[src/hw/rtl/cbe_pkg.sv]
// Shared types, constants and the sample-point table for the cubic Bezier easing unit.
// Used by cbe_qmul, cbe_div, cubic_bezier_easing_unit and the testbench. No dependencies.
`timescale 1ns / 1ps

package cbe_pkg;

   // Fixed-point format of all internal values. Q16 fields map onto it one to one.
   localparam int FRAC_BITS        = 16;
   localparam int SAMPLE_COUNT     = 11;
   localparam int NEWTON_STEPS_DEF = 4;
   localparam int BISECT_STEPS_DEF = 10;

   // Field widths.
   localparam int XW     = 17;           // progress and x control points
   localparam int YW     = 20;           // y control points and eased value
   localparam int CSR_IW = 2;
   localparam int CSR_DW = 20;
   localparam int REQ_TW = 24;
   localparam int RSP_TW = 24;

   // Datapath widths.
   localparam int DW   = 48;             // accumulator and dividend
   localparam int TW   = 20;             // curve parameter t, +-4.0
   localparam int MAW  = 32;             // multiplier operand a
   localparam int CW   = 24;             // polynomial coefficients
   localparam int DVW  = 32;             // divisor
   localparam int QB   = 21;             // quotient bits developed by the divider
   localparam int QW   = QB + 2;         // signed, saturated quotient
   localparam int SIW  = $clog2(SAMPLE_COUNT);

   localparam longint ONE_Q       = 64'sd1 <<< FRAC_BITS;
   localparam longint MIN_SLOPE_Q = (ONE_Q + 500) / 1000;
   localparam longint PRECISION_Q = (ONE_Q + 5000000) / 10000000;
   localparam longint T_LIM       = 4 * ONE_Q;
   localparam longint DIST_LIM    = 4 * ONE_Q;
   localparam longint CORR_LIM    = 8 * ONE_Q;
   localparam longint Y_LIM       = 262144;
   localparam longint ONE_PROG    = 65536;

   // Reciprocal of the sample spacing count, exact for magnitudes up to DIST_LIM.
   localparam int     SEG_SHIFT = 23;
   localparam longint SEG_RECIP = ((64'sd1 <<< SEG_SHIFT) + SAMPLE_COUNT - 2)
                                  / (SAMPLE_COUNT - 1);

   typedef logic signed [DW-1:0] dw_type;
   typedef logic signed [TW-1:0] t_type;
   typedef logic [SAMPLE_COUNT-1:0][TW-1:0] tab_type;

   typedef enum logic [CSR_IW-1:0] {
      CSR_X1 = 2'd0,
      CSR_Y1 = 2'd1,
      CSR_X2 = 2'd2,
      CSR_Y2 = 2'd3
   } csr_index_type;

   // Sample points i/(SAMPLE_COUNT-1), rounded to the nearest LSB.
   function automatic tab_type build_sample_t();
      tab_type tab;
      longint  v;
      int      i;
      for (i = 0; i < SAMPLE_COUNT; i++) begin
         v = (longint'(i) * ONE_Q + (SAMPLE_COUNT - 1) / 2) / (SAMPLE_COUNT - 1);
         tab[i] = v[TW-1:0];
      end
      return tab;
   endfunction

   localparam tab_type SAMPLE_T = build_sample_t();

endpackage

[src/hw/rtl/cbe_qmul.sv]
// Shared two-stage fixed-point multiplier: product, then shift back by FRAC_BITS
// rounding half away from zero. Depends on cbe_pkg.
`timescale 1ns / 1ps

module cbe_qmul (
   input  logic                           clock,
   input  logic                           reset,
   input  logic                           start,
   input  logic signed [cbe_pkg::MAW-1:0] op_a,
   input  logic signed [cbe_pkg::TW-1:0]  op_b,
   output logic                           busy,
   output logic                           done,
   output cbe_pkg::dw_type                result
);
   import cbe_pkg::*;

   localparam int PW = MAW + TW;

   logic signed [PW-1:0] prod_ff;
   logic signed [PW-1:0] prod_in;
   logic                 prod_vld_ff;
   logic [PW-1:0]        mag;
   logic [PW-1:0]        rmag;
   logic signed [PW-1:0] rounded;
   dw_type               result_ff;
   logic                 done_ff;

   always_comb begin
      prod_in = PW'(op_a) * PW'(op_b);
      mag     = prod_ff[PW-1] ? PW'(-prod_ff) : PW'(prod_ff);
      rmag    = (mag + (PW'(1) << (FRAC_BITS - 1))) >> FRAC_BITS;
      rounded = prod_ff[PW-1] ? -$signed(rmag) : $signed(rmag);
   end

   always_ff @(posedge clock) begin
      if (reset) begin
         prod_vld_ff <= 1'b0;
         done_ff     <= 1'b0;
      end else begin
         prod_vld_ff <= start;
         done_ff     <= prod_vld_ff;
      end
      prod_ff <= prod_in;
      if (prod_vld_ff) begin
         result_ff <= DW'(rounded);
      end
   end

   assign busy   = prod_vld_ff | done_ff;
   assign done   = done_ff;
   assign result = result_ff;

endmodule

[src/hw/rtl/cbe_div.sv]
// Restoring divider, one quotient bit per cycle, truncating toward zero. Quotients
// too large for QB bits saturate, which every caller clamps anyway. Depends on cbe_pkg.
`timescale 1ns / 1ps

module cbe_div (
   input  logic                           clock,
   input  logic                           reset,
   input  logic                           start,
   input  cbe_pkg::dw_type                num,
   input  logic signed [cbe_pkg::DVW-1:0] den,
   output logic                           done,
   output logic signed [cbe_pkg::QW-1:0]  quo
);
   import cbe_pkg::*;

   localparam int RW  = DVW + QB;
   localparam int CNW = $clog2(QB + 1);

   logic [RW-1:0]  rem_ff;
   logic [RW-1:0]  sh_ff;
   logic [QB-1:0]  q_ff;
   logic [CNW-1:0] cnt_ff;
   logic           busy_ff;
   logic           done_ff;
   logic           neg_ff;
   logic           ovf_ff;
   logic [DW-1:0]  num_mag;
   logic [DVW-1:0] den_mag;
   logic           fits;
   logic [QB:0]    qmag;

   always_comb begin
      num_mag = num[DW-1] ? DW'(-num) : DW'(num);
      den_mag = den[DVW-1] ? DVW'(-den) : DVW'(den);
      fits    = rem_ff >= sh_ff;
      qmag    = ovf_ff ? (QB+1)'(1) << QB : {1'b0, q_ff};
      quo     = neg_ff ? -$signed({1'b0, qmag}) : $signed({1'b0, qmag});
   end

   always_ff @(posedge clock) begin
      if (reset) begin
         busy_ff <= 1'b0;
         done_ff <= 1'b0;
         cnt_ff  <= '0;
      end else begin
         done_ff <= 1'b0;
         if (start) begin
            busy_ff <= 1'b1;
            cnt_ff  <= CNW'(QB);
         end else if (busy_ff) begin
            cnt_ff <= cnt_ff - 1'b1;
            if (cnt_ff == CNW'(1)) begin
               busy_ff <= 1'b0;
               done_ff <= 1'b1;
            end
         end
      end
      if (start) begin
         rem_ff <= RW'(num_mag);
         sh_ff  <= RW'(den_mag) << (QB - 1);
         ovf_ff <= RW'(num_mag) >= (RW'(den_mag) << QB);
         neg_ff <= num[DW-1] ^ den[DVW-1];
         q_ff   <= '0;
      end else if (busy_ff) begin
         if (fits) begin
            rem_ff <= rem_ff - sh_ff;
         end
         q_ff  <= {q_ff[QB-2:0], fits};
         sh_ff <= sh_ff >> 1;
      end
   end

   assign done = done_ff;

endmodule

[src/hw/rtl/cubic_bezier_easing_unit.sv]
// Top level of the cubic Bezier easing unit: configuration, sample table and the
// sequencer around the shared multiplier and divider. Depends on cbe_pkg, cbe_qmul, cbe_div.
`timescale 1ns / 1ps
//
//  channel | direction | handshake          | payload
//  req     | in        | req_tvalid/tready  | tdata[16:0] progress
//  rsp     | out       | rsp_tvalid/tready  | tdata[19:0] eased
//  csr     | in        | csr_we             | csr_index, csr_wdata
//
// One request is quickest for end points or a linear curve, which bypass the search, and
// slowest for a table walk to the last entry and four Newton steps. Each curve or slope
// evaluation is three passes through the multiplier; each division runs on the bit-serial
// divider. The guess step from the fraction is a reciprocal multiply.
// Reset and every register write rebuild the sample table: 11 curve evaluations,
// with req_tready low. A stalled response holds in its register.

module cubic_bezier_easing_unit #(
   parameter int NEWTON_STEPS = cbe_pkg::NEWTON_STEPS_DEF,
   parameter int BISECT_STEPS = cbe_pkg::BISECT_STEPS_DEF
) (
   input  logic                              clock,
   input  logic                              reset,
   input  logic                              req_tvalid,
   output logic                              req_tready,
   input  logic [cbe_pkg::REQ_TW-1:0]        req_tdata,   // [16:0] progress
   output logic                              rsp_tvalid,
   input  logic                              rsp_tready,
   output logic [cbe_pkg::RSP_TW-1:0]        rsp_tdata,   // [19:0] eased
   input  logic                              csr_we,
   input  logic [cbe_pkg::CSR_IW-1:0]        csr_index,
   input  logic [cbe_pkg::CSR_DW-1:0]        csr_wdata
);
   import cbe_pkg::*;

   localparam int MAXS = (NEWTON_STEPS > BISECT_STEPS) ? NEWTON_STEPS : BISECT_STEPS;
   localparam int CNW  = $clog2(MAXS + 1);
   localparam int DMW  = 19;             // magnitude of the clamped fraction
   localparam int SPW  = DMW + 24;       // reciprocal product

   typedef enum logic [3:0] {
      ST_FILL, ST_IDLE, ST_EVAL, ST_POST, ST_READ, ST_SCAN,
      ST_DIV, ST_NSTEP, ST_BMID, ST_OUT
   } state_type;

   typedef enum logic [2:0] {
      PO_FILL, PO_CHECK, PO_NSLOPE, PO_NCURVE, PO_BISECT, PO_FINAL
   } post_type;

   typedef enum logic [1:0] {DP_DIST, DP_NEWTON} dpost_type;
   typedef enum logic [1:0] {EV_LEAD, EV_MID, EV_TAIL} step_type;

   // Configuration.
   logic [XW-1:0]        x1_ff, x2_ff;
   logic signed [YW-1:0] y1_ff, y2_ff;

   // Sequencer state.
   state_type         state_ff;
   post_type          post_ff;
   dpost_type         dpost_ff;
   step_type          step_ff;
   logic              issued_ff;
   logic              slope_ff;
   logic              sel_y_ff;
   logic [SIW-1:0]    fidx_ff, j_ff, seg_ff;
   logic [CNW-1:0]    n_ff;
   logic              div_go_ff;

   // Payload.
   t_type             t_ff, guess_ff, lo_ff, hi_ff, mid_ff;
   dw_type            acc_ff, sl_ff, dv_num_ff;
   logic signed [DVW-1:0] dv_den_ff;
   logic [XW-1:0]     x_ff, prev_ff, rdata_ff;
   logic signed [YW-1:0] y_ff;
   logic [XW-1:0]     samples_mem [SAMPLE_COUNT];

   // Combinational.
   logic signed [CW-1:0]  px1, px2, py1, py2, ax, bx, kx, ay, by, ky, ca, cb, cc;
   logic signed [MAW-1:0] mul_a;
   logic                  mul_start, mul_busy, mul_done;
   dw_type                mul_res;
   logic                  div_done;
   logic signed [QW-1:0]  div_quo;
   logic [XW-1:0]         prog;
   logic                  bypass, mem_we;
   dw_type                xq, cxv, den, num_dist, dist_c, qv, step_q;
   logic [DMW-1:0]        dist_mag, step_mag;
   logic [SPW-1:0]        step_prod;
   t_type                 guess_div, guess_newton, midc, seg_t;
   logic signed [TW:0]    span;
   logic [XW-1:0]         fill_val;
   logic signed [YW-1:0]  y_clamp;

   function automatic dw_type clamp_sym(dw_type v, dw_type lim);
      return (v > lim) ? lim : ((v < -lim) ? -lim : v);
   endfunction

   // Polynomial coefficients: a = 1 - 3 p2 + 3 p1, b = 3 p2 - 6 p1, c = 3 p1.
   always_comb begin
      px1 = CW'($signed({1'b0, x1_ff}));
      px2 = CW'($signed({1'b0, x2_ff}));
      py1 = CW'(y1_ff);
      py2 = CW'(y2_ff);
      ax  = CW'(CW'(ONE_Q) - CW'(3) * px2 + CW'(3) * px1);
      bx  = CW'(CW'(3) * px2 - CW'(6) * px1);
      kx  = CW'(CW'(3) * px1);
      ay  = CW'(CW'(ONE_Q) - CW'(3) * py2 + CW'(3) * py1);
      by  = CW'(CW'(3) * py2 - CW'(6) * py1);
      ky  = CW'(CW'(3) * py1);
      ca  = sel_y_ff ? ay : ax;
      cb  = sel_y_ff ? by : bx;
      cc  = sel_y_ff ? ky : kx;
   end

   // Horner form for x(t) and y(t); the slope is 3a t t + 2b t + c.
   always_comb begin
      unique case (step_ff)
         EV_LEAD: mul_a = slope_ff ? MAW'(ca) * MAW'(3) : MAW'(ca);
         EV_MID:  mul_a = slope_ff ? MAW'(acc_ff) : MAW'(acc_ff + DW'(cb));
         EV_TAIL: mul_a = slope_ff ? MAW'(cb) * MAW'(2) : MAW'(acc_ff + DW'(cc));
         default: mul_a = '0;
      endcase
      mul_start = (state_ff == ST_EVAL) && !issued_ff;
   end

   always_comb begin
      prog   = req_tdata[XW-1:0];
      bypass = (x1_ff > XW'(ONE_PROG)) || (x2_ff > XW'(ONE_PROG))
               || (($signed({3'b000, x1_ff}) == y1_ff) && ($signed({3'b000, x2_ff}) == y2_ff))
               || (prog == '0) || (prog == XW'(ONE_PROG));
      xq       = DW'($signed({1'b0, x_ff}));
      cxv      = acc_ff - xq;
      den      = DW'($signed({1'b0, rdata_ff})) - DW'($signed({1'b0, prev_ff}));
      num_dist = (xq - DW'($signed({1'b0, prev_ff}))) <<< FRAC_BITS;
      qv       = DW'(div_quo);
      dist_c   = clamp_sym(qv, DW'(DIST_LIM));
      // Fraction over the sample spacing count, truncated toward zero.
      dist_mag  = dist_c[DW-1] ? DMW'(-dist_c) : DMW'(dist_c);
      step_prod = SPW'(dist_mag) * SPW'(SEG_RECIP);
      step_mag  = DMW'(step_prod >> SEG_SHIFT);
      step_q    = dist_c[DW-1] ? -DW'(step_mag) : DW'(step_mag);
      guess_div = TW'(clamp_sym(DW'($signed(SAMPLE_T[seg_ff])) + step_q, DW'(T_LIM)));
      seg_t     = (j_ff == '0) ? '0 : t_type'(SAMPLE_T[SIW'(j_ff - 1'b1)]);
      guess_newton = TW'(clamp_sym(DW'(guess_ff) - clamp_sym(qv, DW'(CORR_LIM)),
                                   DW'(T_LIM)));
      span     = (TW+1)'(hi_ff) - (TW+1)'(lo_ff);
      midc     = TW'((TW+1)'(lo_ff) + (span >>> 1));
      if (acc_ff < 0) begin
         fill_val = '0;
      end else if (acc_ff > DW'(ONE_Q)) begin
         fill_val = XW'(ONE_Q);
      end else begin
         fill_val = acc_ff[XW-1:0];
      end
      y_clamp = YW'(clamp_sym(acc_ff, DW'(Y_LIM)));
      mem_we  = (state_ff == ST_POST) && (post_ff == PO_FILL);
   end

   cbe_qmul u_qmul (
      .clock  (clock),
      .reset  (reset),
      .start  (mul_start),
      .op_a   (mul_a),
      .op_b   (t_ff),
      .busy   (mul_busy),
      .done   (mul_done),
      .result (mul_res)
   );

   cbe_div u_div (
      .clock (clock),
      .reset (reset),
      .start (div_go_ff),
      .num   (dv_num_ff),
      .den   (dv_den_ff),
      .done  (div_done),
      .quo   (div_quo)
   );

   // Sample table of x at the evenly spaced sample points.
   always_ff @(posedge clock) begin
      if (mem_we) begin
         samples_mem[fidx_ff] <= fill_val;
      end
      rdata_ff <= samples_mem[j_ff];
   end

   always_ff @(posedge clock) begin
      if (reset) begin
         state_ff  <= ST_FILL;
         post_ff   <= PO_FILL;
         dpost_ff  <= DP_DIST;
         step_ff   <= EV_LEAD;
         issued_ff <= 1'b0;
         slope_ff  <= 1'b0;
         sel_y_ff  <= 1'b0;
         fidx_ff   <= '0;
         j_ff      <= '0;
         seg_ff    <= '0;
         n_ff      <= '0;
         div_go_ff <= 1'b0;
         x1_ff     <= XW'(16384);
         y1_ff     <= YW'(6554);
         x2_ff     <= XW'(16384);
         y2_ff     <= YW'(65536);
      end else begin
         div_go_ff <= 1'b0;
         unique case (state_ff)
            ST_FILL: begin
               // Wait out any product still in flight from an abandoned pass.
               if (!mul_busy) begin
                  t_ff      <= t_type'(SAMPLE_T[fidx_ff]);
                  slope_ff  <= 1'b0;
                  sel_y_ff  <= 1'b0;
                  post_ff   <= PO_FILL;
                  step_ff   <= EV_LEAD;
                  issued_ff <= 1'b0;
                  state_ff  <= ST_EVAL;
               end
            end
            ST_IDLE: begin
               if (req_tvalid && req_tready) begin
                  x_ff <= prog;
                  if (bypass) begin
                     y_ff     <= YW'($signed({1'b0, prog}));
                     state_ff <= ST_OUT;
                  end else begin
                     j_ff     <= '0;
                     state_ff <= ST_READ;
                  end
               end
            end
            ST_EVAL: begin
               if (!issued_ff) begin
                  issued_ff <= 1'b1;
               end
               if (mul_done) begin
                  issued_ff <= 1'b0;
                  unique case (step_ff)
                     EV_LEAD: begin
                        acc_ff  <= mul_res;
                        step_ff <= EV_MID;
                     end
                     EV_MID: begin
                        acc_ff  <= mul_res;
                        step_ff <= EV_TAIL;
                     end
                     EV_TAIL: begin
                        acc_ff   <= slope_ff ? acc_ff + mul_res + DW'(cc) : mul_res;
                        state_ff <= ST_POST;
                     end
                     default: state_ff <= ST_POST;
                  endcase
               end
            end
            ST_POST: begin
               unique case (post_ff)
                  PO_FILL: begin
                     if (fidx_ff == SIW'(SAMPLE_COUNT - 1)) begin
                        state_ff <= ST_IDLE;
                     end else begin
                        fidx_ff  <= fidx_ff + 1'b1;
                        state_ff <= ST_FILL;
                     end
                  end
                  PO_CHECK: begin
                     if (acc_ff >= DW'(MIN_SLOPE_Q)) begin
                        sl_ff    <= acc_ff;
                        n_ff     <= '0;
                        state_ff <= ST_NSTEP;
                     end else if (acc_ff == '0) begin
                        t_ff      <= guess_ff;
                        slope_ff  <= 1'b0;
                        sel_y_ff  <= 1'b1;
                        post_ff   <= PO_FINAL;
                        step_ff   <= EV_LEAD;
                        state_ff  <= ST_EVAL;
                     end else begin
                        lo_ff    <= t_type'(SAMPLE_T[seg_ff]);
                        hi_ff    <= t_type'(SAMPLE_T[SIW'(seg_ff + 1'b1)]);
                        n_ff     <= '0;
                        state_ff <= ST_BMID;
                     end
                  end
                  PO_NSLOPE: begin
                     sl_ff    <= acc_ff;
                     state_ff <= ST_NSTEP;
                  end
                  PO_NCURVE: begin
                     dv_num_ff <= cxv <<< FRAC_BITS;
                     dv_den_ff <= DVW'(sl_ff);
                     dpost_ff  <= DP_NEWTON;
                     div_go_ff <= 1'b1;
                     state_ff  <= ST_DIV;
                  end
                  PO_BISECT: begin
                     if (cxv > 0) begin
                        hi_ff <= mid_ff;
                     end else begin
                        lo_ff <= mid_ff;
                     end
                     n_ff <= CNW'(n_ff + 1'b1);
                     if ((cxv > DW'(PRECISION_Q) || cxv < -DW'(PRECISION_Q))
                         && (CNW'(n_ff + 1'b1) < CNW'(BISECT_STEPS))) begin
                        state_ff <= ST_BMID;
                     end else begin
                        t_ff     <= mid_ff;
                        slope_ff <= 1'b0;
                        sel_y_ff <= 1'b1;
                        post_ff  <= PO_FINAL;
                        step_ff  <= EV_LEAD;
                        state_ff <= ST_EVAL;
                     end
                  end
                  PO_FINAL: begin
                     y_ff     <= y_clamp;
                     state_ff <= ST_OUT;
                  end
                  default: state_ff <= ST_IDLE;
               endcase
            end
            ST_READ: begin
               state_ff <= ST_SCAN;
            end
            ST_SCAN: begin
               // Walk the table to the last sample at or below x.
               if (j_ff == '0) begin
                  prev_ff  <= rdata_ff;
                  j_ff     <= SIW'(1);
                  state_ff <= ST_READ;
               end else if ((j_ff != SIW'(SAMPLE_COUNT - 1)) && (rdata_ff <= x_ff)) begin
                  prev_ff  <= rdata_ff;
                  j_ff     <= j_ff + 1'b1;
                  state_ff <= ST_READ;
               end else begin
                  seg_ff <= j_ff - 1'b1;
                  if (den == '0) begin
                     // Equal samples give a zero fraction: start at the sample point.
                     guess_ff <= seg_t;
                     t_ff     <= seg_t;
                     slope_ff <= 1'b1;
                     sel_y_ff <= 1'b0;
                     post_ff  <= PO_CHECK;
                     step_ff  <= EV_LEAD;
                     state_ff <= ST_EVAL;
                  end else begin
                     dv_num_ff <= num_dist;
                     dv_den_ff <= DVW'(den);
                     dpost_ff  <= DP_DIST;
                     div_go_ff <= 1'b1;
                     state_ff  <= ST_DIV;
                  end
               end
            end
            ST_DIV: begin
               if (div_done) begin
                  unique case (dpost_ff)
                     DP_DIST: begin
                        guess_ff <= guess_div;
                        t_ff     <= guess_div;
                        slope_ff <= 1'b1;
                        sel_y_ff <= 1'b0;
                        post_ff  <= PO_CHECK;
                        step_ff  <= EV_LEAD;
                        state_ff <= ST_EVAL;
                     end
                     DP_NEWTON: begin
                        guess_ff <= guess_newton;
                        t_ff     <= guess_newton;
                        n_ff     <= CNW'(n_ff + 1'b1);
                        step_ff  <= EV_LEAD;
                        state_ff <= ST_EVAL;
                        if (CNW'(n_ff + 1'b1) == CNW'(NEWTON_STEPS)) begin
                           slope_ff <= 1'b0;
                           sel_y_ff <= 1'b1;
                           post_ff  <= PO_FINAL;
                        end else begin
                           slope_ff <= 1'b1;
                           sel_y_ff <= 1'b0;
                           post_ff  <= PO_NSLOPE;
                        end
                     end
                     default: state_ff <= ST_IDLE;
                  endcase
               end
            end
            ST_NSTEP: begin
               t_ff     <= guess_ff;
               slope_ff <= 1'b0;
               step_ff  <= EV_LEAD;
               state_ff <= ST_EVAL;
               if (sl_ff == '0) begin
                  sel_y_ff <= 1'b1;
                  post_ff  <= PO_FINAL;
               end else begin
                  sel_y_ff <= 1'b0;
                  post_ff  <= PO_NCURVE;
               end
            end
            ST_BMID: begin
               mid_ff   <= midc;
               t_ff     <= midc;
               slope_ff <= 1'b0;
               sel_y_ff <= 1'b0;
               post_ff  <= PO_BISECT;
               step_ff  <= EV_LEAD;
               state_ff <= ST_EVAL;
            end
            ST_OUT: begin
               if (rsp_tready) begin
                  state_ff <= ST_IDLE;
               end
            end
            default: state_ff <= ST_IDLE;
         endcase

         // A register write rebuilds the sample table from the first entry.
         if (csr_we) begin
            unique case (csr_index_type'(csr_index))
               CSR_X1:  x1_ff <= csr_wdata[XW-1:0];
               CSR_Y1:  y1_ff <= $signed(csr_wdata[YW-1:0]);
               CSR_X2:  x2_ff <= csr_wdata[XW-1:0];
               CSR_Y2:  y2_ff <= $signed(csr_wdata[YW-1:0]);
               default: x1_ff <= x1_ff;
            endcase
            fidx_ff   <= '0;
            issued_ff <= 1'b0;
            state_ff  <= ST_FILL;
         end
      end
   end

   assign req_tready = (state_ff == ST_IDLE) && !csr_we;
   assign rsp_tvalid = (state_ff == ST_OUT);
   assign rsp_tdata  = {{(RSP_TW - YW){1'b0}}, y_ff};

   a_one_at_a_time: assert property (@(posedge clock) disable iff (reset)
      (req_tvalid && req_tready) |=> !req_tready)
      else $error("request accepted while previous one in progress");

   a_hold_while_result: assert property (@(posedge clock) disable iff (reset)
      rsp_tvalid |-> !req_tready)
      else $error("ready raised while a response waits");

   a_write_rebuilds: assert property (@(posedge clock) disable iff (reset)
      csr_we |=> !req_tready)
      else $error("ready raised before the sample table was rebuilt");

   a_eased_range: assert property (@(posedge clock) disable iff (reset)
      rsp_tvalid |-> ($signed(rsp_tdata[YW-1:0]) <= $signed(YW'(Y_LIM))
                      && $signed(rsp_tdata[YW-1:0]) >= -$signed(YW'(Y_LIM))))
      else $error("eased value outside the clamp range");

endmodule

[config.mk]
export PLATFORM = sky130hd
export DESIGN_NAME = cubic_bezier_easing_unit
export DESIGN_NICKNAME = d
export VERILOG_FILES = /design/src/hw/rtl/cbe_pkg.sv /design/src/hw/rtl/cbe_qmul.sv /design/src/hw/rtl/cbe_div.sv /design/src/hw/rtl/cubic_bezier_easing_unit.sv
export SDC_FILE = /design/constraint.sdc
export NUM_CORES = 2
export LEC_CHECK = 0
export BUFFER_PORTS_ARGS = -buffer_cell sky130_fd_sc_hd__buf_2
export CAP_MARGIN = 20
export CORE_ASPECT_RATIO = 1.75
export CORE_MARGIN = 1.5
export CORE_UTILIZATION = 30
export DETAILED_ROUTE_END_ITERATION = 8
export GPL_TIMING_DRIVEN = 0
export SYNTH_ARGS = -nofsm -noshare
export SYNTH_HDL_FRONTEND = slang
export SYNTH_HIERARCHICAL = 1
export SYNTH_SLANG_ARGS = --single-unit
[constraint.sdc]
create_clock -name clock -period 20 [get_ports clock]
set_input_delay 6 -clock clock [delete_from_list [all_inputs] [get_ports clock]]
set_output_delay 6 -clock clock [all_outputs]
set_load 0.01 [all_outputs]
==> flow_metrics.tcl <==
set metrics [dict create \
    hold_viol_final 0 \
    status "finished, final reports clean" \
    fillers 33800 \
    cts_root_buffer "clkbuf_16" \
    grt_pass1_vias 84300 \
    critPathMaxFanout 10 \
    synth.area.top_cells "edfxtp_1, fa_1, ha_1" \
    critical_path_required_ns 20.57 \
    crit_type "flop to flop" \
    ys_ff_latch 875 \
    rsz0062_at_grt "false" \
    synth_top_area_share_pct 19.4 \
    grt_pass1_wl_mm 518 \
    routedWlPerCell_um 22.4 \
    layout_worst_path_cycle_share_pct 86.9 \
    timing.setup.tns_ns 0 \
    first_pass_iters 6 \
    place_congestion 0.969 \
    port_buffers 64 \
    ant_nets 0 \
    cp-end-kind "flop" \
    slew_viol_final 0 \
    syn_to_final_growth_pct 10.1 \
    io_pins 77 \
    synth_area_mm2 0.0976 \
    cts-hold-fix-buffers 0 \
    cp_top_family "compound AO/OA/AOI/OAI gates" \
    dp_hpwl_mm 290 \
    die_h_um 758 \
    use_met2_pct 39.0 \
    post-cts-setup-buffers 0 \
    htreeDepth 3 \
    worst_slew_pin_slew_ns 1.23 \
    grt_max_degree 51 \
    ys_types 119 \
    coreArea_mm2 0.323 \
    clkSinkCount 875 \
    synth-async-reset-ratio_pct 0 \
    crit_arrival_ns 17.95 \
    netlist_instances 10900 \
    drc 0 \
    cts_resized 0 \
    cpPeakStageDelay_ns 0.99 \
    num_vias 80800 \
    crit_top_cell "o21ai_0" \
    dieArea_mm2 0.329 \
    final_nets 13000 \
    cpMaxStageDelayCell "o32ai_1" \
    final_util_pct 33.3 \
    synth_warnings 6 \
    start_util_pct 30.2 \
    clk_path_buf_depth 3 \
    rows 276 \
    synth_edf_count 631 \
    maxSlewHeadroom_pct 17.5 \
    min_path_type "flop to flop" \
    cts.clk_slew.worst_paths_ns 0.07 \
    gr-usage-all-layers_pct 21.0 \
    use_met3_pct 2.02 \
    clk-insertion-delay-late_ns 0.70 \
    start_kind "flop" \
    gr-total-overflow 0 \
    synthFlopType "edfxtp_1" \
    cap_violations 0 \
    use_met1_pct 19.9 \
    finalWirelength_mm 349 \
    setup_viol 0 \
    antenna_found_initial 7 \
    drive_above_1_share_pct 4.67 \
    synth_top_cell_by_area "edfxtp_1" \
    seq_area_frac_synth_pct 24.4 \
    clock.fmax_mhz 57.5 \
    critical_path_buf_inv_count 7 \
    final.setup_skew_ns 0.0640 \
    cts_made_buffers 83 \
    routed_via_density 5.18 \
    fin_crit_ns 17.38 \
    syn_area_per_cell_um2 8.96 \
    tritoncts "yes" \
    top_usage_layer "met2" \
    die_w_um 434 \
    drt-initial-drc-count 4731 \
]
[routing by layer]
metal  part of all wire, %  wire (um)
met1                    33     115000
met2                    52     180000
met3                   3.7      13000
met4                    12      40500
met5                     0          0
[worst reg2reg max path, delay by kind of cell (launching register included)]
kind | cells | cell delay, ns
mux | 1 | 0.49
compound gates | 29 | 7.19
fa+ha+maj | 14 | 6.06
buf+inv | 7 | 0.89
simple gates | 11 | 1.84
xor+xnor | 1 | 0.27
flops | 1 | 0.54
[flip-flops by register name, indices dropped and copies added, names as in the netlist, 20 cells and up, named ones only]
name            flops
hi_ff              20
lo_ff              20
guess_ff           20
u_div/q_ff         21
dv_den_ff          32
y2_ff              20
acc_ff             48
mid_ff             20
samples_mem       187
sl_ff              48
dv_num_ff          32
u_qmul/result      48
t_ff               20
u_div/rem_ff       53
u_div/sh_ff        52
y_ff               20
u_qmul/prod_ff     52
y1_ff              20
[metrics by stage]
step / std cells / instance area [um2] / setup slack (ns) / hold slack, ns
floorplan: 11000 / 97800 / 3.57 / 0.408
global placement: 15300 / 104000 / -2.48 / 0.427
detailed placement: 15400 / 105000 / 2.81 / 0.433
CTS: 15600 / 107000 / 2.72 / 0.461
global route: 15600 / 107000 / 1.71 / 0.486
finish: 15600 / 107000 / 2.62 / 0.459
[cell type report]
type | count | area [um2] | share of cell area, %
multi-input combinational | 8184 | 67000 | 62.3
sequential | 875 | 23800 | 22.2
inverter | 1489 | 5590 | 5.20
tap | 4309 | 5390 | 5.02
clock buffer | 109 | 2280 | 2.12
buffer | 405 | 1570 | 1.46
timing repair buffer | 158 | 1290 | 1.20
clock inverter | 46 | 536 | 0.498
antenna | 6 | 15.0 | 0.0140
[logic make-up (layout without fill, tap and decap cells)]
group	after synthesis	count (layout)	share of synthesized area, %
compound gates	2254	2254	14.7
xor+xnor	715	715	6.47
fa+ha+maj	1739	1739	28.5
buf+inv	1894	2207	7.34
flops	875	875	24.4
mux	167	167	2.26
other cells	1	69	0.00384
simple gates	3246	3246	16.4
[cells in the mapped netlist, types with 195 or more instances]
| cell type | number |
|---|---|
| inv_1 | 1480 |
| nand2_1 | 1151 |
| ha_1 | 937 |
| fa_1 | 802 |
| a21oi_1 | 652 |
| edfxtp_1 | 631 |
| nor2_1 | 612 |
| o21ai_0 | 550 |
| xnor2_1 | 432 |
| and2_1 | 389 |
| clkbuf_1 | 349 |
| xor2_1 | 278 |
| dfxtp_1 | 244 |
| a21o_1 | 205 |
| nand3_1 | 195 |
[path summary, 6_finish.rpt]
| path | startpoint | endpoint | slack, ns | cells after the start |
|---|---|---|---|---|
| hold / removal | acc_ff[47] | sl_ff[47] | 0.46 | 0 |
| hold reg to reg | acc_ff[47] | sl_ff[47] | 0.46 | 0 |
| setup reg to reg | y2_ff[0] | u_qmul/prod_ff[51] | 2.62 | 63 |
| setup / recovery | y2_ff[0] | u_qmul/prod_ff[51] | 2.62 | 63 |
[layout by cell type (no fill, tap or decap), drive strengths merged, types with 41 or more instances in the layout]
master,synthesis,layout
o21ai,568,568
conb,1,63
o31ai,87,87
xor2,278,278
a21oi,658,658
nand2,1151,1151
nor2b,84,84
clkbuf,349,463
nor2,616,616
nand4,101,101
edfxtp,631,631
nand2b,115,115
mux2i,111,111
xnor2,434,434
a31oi,78,78
nand3,197,197
and2,390,390
o21a,76,76
and3,58,58
nor4,93,93
buf,56,208
o211ai,82,82
o21bai,75,75
or3,79,79
nor3,187,187
fa,802,802
inv,1484,1492
a21o,205,205
mux4,41,41
a211oi,55,55
ha,937,937
dfxtp,244,244
Power is not shown: default switching activity piles up to over one toggle a cycle in this logic, so the estimate is an artifact.
